`config.mk`:
```
export PLATFORM = sky130hd
export DESIGN_NAME = acb_ram
export DESIGN_NICKNAME = d
export VERILOG_FILES = /design/src/hw/rtl/aes_cfb_byte_and_bit_stream_macros.svh /design/src/hw/rtl/acb_ram.sv
export SDC_FILE = /design/constraint.sdc
export NUM_CORES = 2
export LEC_CHECK = 0
export BUFFER_PORTS_ARGS = -buffer_cell sky130_fd_sc_hd__buf_2
export CAP_MARGIN = 20
export CORE_UTILIZATION = 66
export CTS_CLUSTER_DIAMETER = 60
export DETAILED_ROUTE_END_ITERATION = 10
export HOLD_SLACK_MARGIN = 0.1
export PLACE_DENSITY = 0.83
export SYNTH_ARGS = -nofsm -noshare
export SYNTH_HDL_FRONTEND = slang
export SYNTH_SLANG_ARGS = --single-unit
```
`constraint.sdc`:
```
create_clock -name clk_i -period 7 [get_ports clk_i]
set_input_delay 1.4 -clock clk_i [delete_from_list [all_inputs] [get_ports clk_i]]
set_output_delay 1.4 -clock clk_i [all_outputs]
set_load 0.01 [all_outputs]
```
`src/hw/rtl/aes_cfb_byte_and_bit_stream_macros.svh`:
```
// assertion macros for the aes cfb stream engine
// no dependencies; included by files that carry assertions
`ifndef AES_CFB_BYTE_AND_BIT_STREAM_MACROS_SVH
`define AES_CFB_BYTE_AND_BIT_STREAM_MACROS_SVH
`ifndef SYNTHESIS
`define ACB_ASSERT(label, clk, rst_n, prop) \
  label: assert property (@(posedge clk) disable iff (!rst_n) (prop)) else $error("assert");
`define ACB_ASSERT_NEVER(label, clk, rst_n, cond) \
  label: assert property (@(posedge clk) disable iff (!rst_n) !(cond)) else $error("never");
`else
`define ACB_ASSERT(label, clk, rst_n, prop)
`define ACB_ASSERT_NEVER(label, clk, rst_n, cond)
`endif
`endif

```
`src/hw/rtl/acb_ram.sv`:
```
// generic single-port write, single-port read ram with registered read
// no dependencies
module acb_ram #(
  parameter int unsigned Width = 32,
  parameter int unsigned Depth = 60,
  parameter int unsigned Aw    = 6
) (
  input  logic             clk_i,
  input  logic             we_i,
  input  logic [Aw-1:0]    waddr_i,
  input  logic [Width-1:0] wdata_i,
  input  logic [Aw-1:0]    raddr_i,
  output logic [Width-1:0] rdata_o
);

  logic [Width-1:0] mem_q [Depth];

  // write port and registered read port
  always_ff @(posedge clk_i) begin
    if (we_i) mem_q[waddr_i] <= wdata_i;
    rdata_o <= mem_q[raddr_i];
  end

endmodule

```
Yosys cells after proc, flatten, opt, wreduce, memory -nomap -nowiden --
Memories as Yosys holds them, arrays and structs flattened. A register that Yosys moved wholly into a read port is not among the register bits. Cells that the tools add are included.
Storage, ports and cells: register bits after elaboration 0, bits in latches 0, bits in writable memories 1920, ROM bits 0, input bits 46, output and inout port bits 32, logic and storage cells 3, memories 1
Memories:
- mem_q | depth 60, bits a word 32, read ports 1, clocked after Yosys merged registers in 1, write ports 1, line acb_ram.sv:16 | logic [Width-1:0] mem_q [Depth];
Cells by class: add/subtract/negate cells 0, $mul 0, divide/modulo/power cells 0, order comparisons 0, equality and inequality tests 0, shifts and indexed selects 0, multiplexer cells 2, bitwise logic cells 0, reduce and logical (&&, ||, !) cells 0
Operators with widths (number):
- $mux W1 | 2

Depth between registers and ports, before layout --
word-level depth 2, mapped depth 10, depth with buffers taken out 5

Least setup slack after synthesis --
OpenSTA, ideal clock, no wires.
path kind input -> register, start in waddr_i[4], end mem mem_q[32][0] (enable), library setup time 461 ps, data arrival time 4078 ps, required time 6539 ps, setup slack 2461 ps, cell stages on the path 4, buffers on the path 1, path through clkbuf_1 -> nor2_1 -> nand4b_1 -> nor3_1
RTL lines:
- start: declaration | line acb_ram.sv:10 | input logic [Aw-1:0] waddr_i,
- end: declaration | line acb_ram.sv:16
No word-level cell before the write port.

==> results.sh <==
export IMPL_final_cell_mix="1920 x edfxtp_1, 461 x mux4_2, 184 x clkbuf_16, 109 x a22oi_1, 96 x buf_4"
export IMPL_wl_met3_mm=28.4
export IMPL_synth_main_ff_cell="edfxtp_1"
export IMPL_routed_wl_mm=207
export IMPL_root_buffer="clkbuf_16"
export IMPL_drt_met1_wl_mm=62.9
export IMPL_finalPower_uw=23800
export IMPL_ys_top_cells_by_area="edfxtp_1 78%, mux4_2 14%, a22oi_1 1.1%"
export IMPL_hold_depth=4
export IMPL_synth_top_area_share=0.781
export IMPL_drive_gt1_frac=0.271
export IMPL_start_kind="primary input"
export IMPL_final_common_cell="edfxtp_1"
export IMPL_die_h_um=336
export IMPL_cts_buffers=179
export IMPL_initial_core_util=0.666
export IMPL_maxCapViolations=0
export IMPL_drtIter0Drc=6442
export IMPL_yosys_warnings=0
export IMPL_dp_final_hpwl_mm=99.1
export IMPL_crit_start="raddr_i[0]"
export IMPL_hp_class="reg -> reg"
export IMPL_synth_cell_types=38
export IMPL_rr_worst_depth=5
export IMPL_grt_usage=0.372
export IMPL_grt_overflow_total=0
export IMPL_clock_latency_ns=0.82
export IMPL_fin_nets=3491
export IMPL_dp_cells=4741
export IMPL_yosysSeqAreaShare=0.790
export IMPL_setup_violations=0
export IMPL_tns_ns=0
export IMPL_grt_max_degree=149
export IMPL_syn_num_nets=3310
export IMPL_synth_edf_count=1920
export IMPL_ant_nets=0
export IMPL_grt_pass1_vias=39800
export IMPL_r2r_end="rdata_o[22]$_DFF_P_"
export IMPL_slew_violations=0
export IMPL_finClkSkew_ns=0.0507
export IMPL_synth_area_sq_um=73800
export IMPL_r2r_slack_ns=4.91
export IMPL_die_x_um=336
export IMPL_core_sq_um=111000
export IMPL_async_flop_share=0
export IMPL_cp_arrival_ns=4.40
export IMPL_worst_pin_slew_ns=1.20
export IMPL_cts_num_sinks=1952
export IMPL_finalHoldViolCount=0
export IMPL_drc=0
export IMPL_routedWlPerCell_um=40.8
export IMPL_hold_slack_ns=0.849
export IMPL_grt_pass1_wl_mm=287
export IMPL_portBuffers=77
export IMPL_crit_path_max_fanout=71
export IMPL_design_die_area_sq_um=113000
export IMPL_ys_seq_elements=1952
export IMPL_min_period_ns=3.71
export IMPL_slew_headroom=0.201
export IMPL_avgSynthCellArea_sq_um=22.6
export IMPL_htreeDepth=4
export IMPL_final_cells=5089
export IMPL_num_vias=38800
export IMPL_status="completed"
export IMPL_crit_type="in -> reg"
export IMPL_route_top_layer_used="met5"
export IMPL_wl_met2_mm=100
export IMPL_gp_congestion=0.810
export IMPL_post_cts_resized=0
export IMPL_fin_crit_sh=0.531
export IMPL_design_portCount=78
export IMPL_synth_area_leader_cell="edfxtp_1"
export IMPL_vias_per_cell=7.63
export IMPL_fmax_mhz=269
export IMPL_syn_inst=3264
export IMPL_syn_to_final_growth_pct=11.4
export IMPL_clockBufferDepth=3
export IMPL_path_clk_slew_ns=0.08
export IMPL_crit_reg2reg_launch="mem_q[38][22]$_DFFE_PP_"
export IMPL_postCtsHoldBufs=0
export IMPL_leakagePower_uw=0.0257
export IMPL_cts_tree="yes"
export IMPL_cts_setup_buffers=0
export IMPL_num_rows=122
export IMPL_nFillCells=5403
export IMPL_antenna_found_initial=14
export IMPL_cp_end_kind="register"
export IMPL_rsz0062_at_grt="false"
export IMPL_cellPowerDensity_nw_per_um2=289
export IMPL_drt_pass1_iter_count=9
export IMPL_worstPathRequired_ns=7.68
export IMPL_vdd_drop_max_mv=0.323
export IMPL_crit_path_end="rdata_o[22]$_DFF_P_"
-- synthesized netlist by cell type (4+ instances only) --
cell / instances
a221oi_1: 19
clkbuf_1: 91
edfxtp_1: 1920
a31oi_1: 19
mux2i_1: 38
nor2b_1: 8
mux4_2: 461
a21oi_1: 45
o21ai_1: 18
and3_1: 19
o211a_1: 19
nor2_1: 86
nand3_1: 43
o21a_1: 19
a22o_1: 26
buf_2: 42
buf_12: 4
o211ai_1: 32
nand2_1: 62
dfxtp_1: 32
and2_1: 4
a31o_2: 13
buf_4: 15
buf_1: 22
a22oi_1: 109
buf_6: 12
o21ai_0: 65
-- flip-flops by register name, summed over array words and instances, names as in the netlist --
| name | flops |
|---|---|
| mem_q | 1920 |
| rdata_o | 32 |
-- how the worst min path moves through the flow --
stage                                        from             endpoint
final                     mem_q[57][27]$_DFFE_PP_  rdata_o[27]$_DFF_P_
after global routing       mem_q[45][7]$_DFFE_PP_   rdata_o[7]$_DFF_P_
after detailed placement  mem_q[14][14]$_DFFE_PP_  rdata_o[14]$_DFF_P_
after global placement    mem_q[58][17]$_DFFE_PP_  rdata_o[17]$_DFF_P_
after CTS                 mem_q[14][14]$_DFFE_PP_  rdata_o[14]$_DFF_P_
after floorplan           mem_q[14][14]$_DFFE_PP_  rdata_o[14]$_DFF_P_
-- layout make-up --
type / count / area (sq um) / area share
Sequential cell: 1952 / 58300 / 0.709
Tap cell: 1488 / 1860 / 0.0226
Clock inverter: 81 / 707 / 0.00860
Timing Repair Buffer: 189 / 1470 / 0.0178
Inverter: 3 / 11.3 / 0.000137
Clock buffer: 243 / 4880 / 0.0593
Multi-Input combinational cell: 1120 / 15000 / 0.182
Antenna cell: 13 / 32.5 / 0.000396
-- metrics by stage --
step           setup slack, ns  utilization  cell area [sq um]
2_1_floorplan             2.46            -              73800
3_3_place_gp              2.66        0.689              76400
3_5_place_dp              2.57        0.689              76400
4_1_cts                   3.35        0.740              82000
5_1_grt                   3.12        0.742              82200
6_report                  3.29        0.742              82200
-- power by group --
part | internal (uW) | total (uW) | leakage [uW] | switching (uW)
logic | 406 | 1170 | 0.00542 | 767
registers | 12900 | 13000 | 0.0175 | 56.5
clock network | 5260 | 9610 | 0.00274 | 4350
total | 18600 | 23800 | 0.0257 | 5180
-- critical path, stage by stage --
cell and delay, ns:
buf_8 0.61, buf_12 0.44, mux4_2 0.62, a22oi_1 0.19, nand2_1 0.19, a21oi_1 0.50
o211ai_1 0.18
-- cell families after synthesis --
group | count (synthesis) | share of synthesized area
flops | 1952 | 0.790
simple gates | 237 | 0.0145
mux | 499 | 0.146
compound gates | 384 | 0.0360
buf+inv | 192 | 0.0138
-- metal layers --
metal,GRT usage,up-vias
li1,-,14300
met3,0.0892,927
met4,0.244,10
met5,0,-
met1,0.465,19600
met2,0.591,4043
No activity file was read; power rests on OpenSTA's default activity.
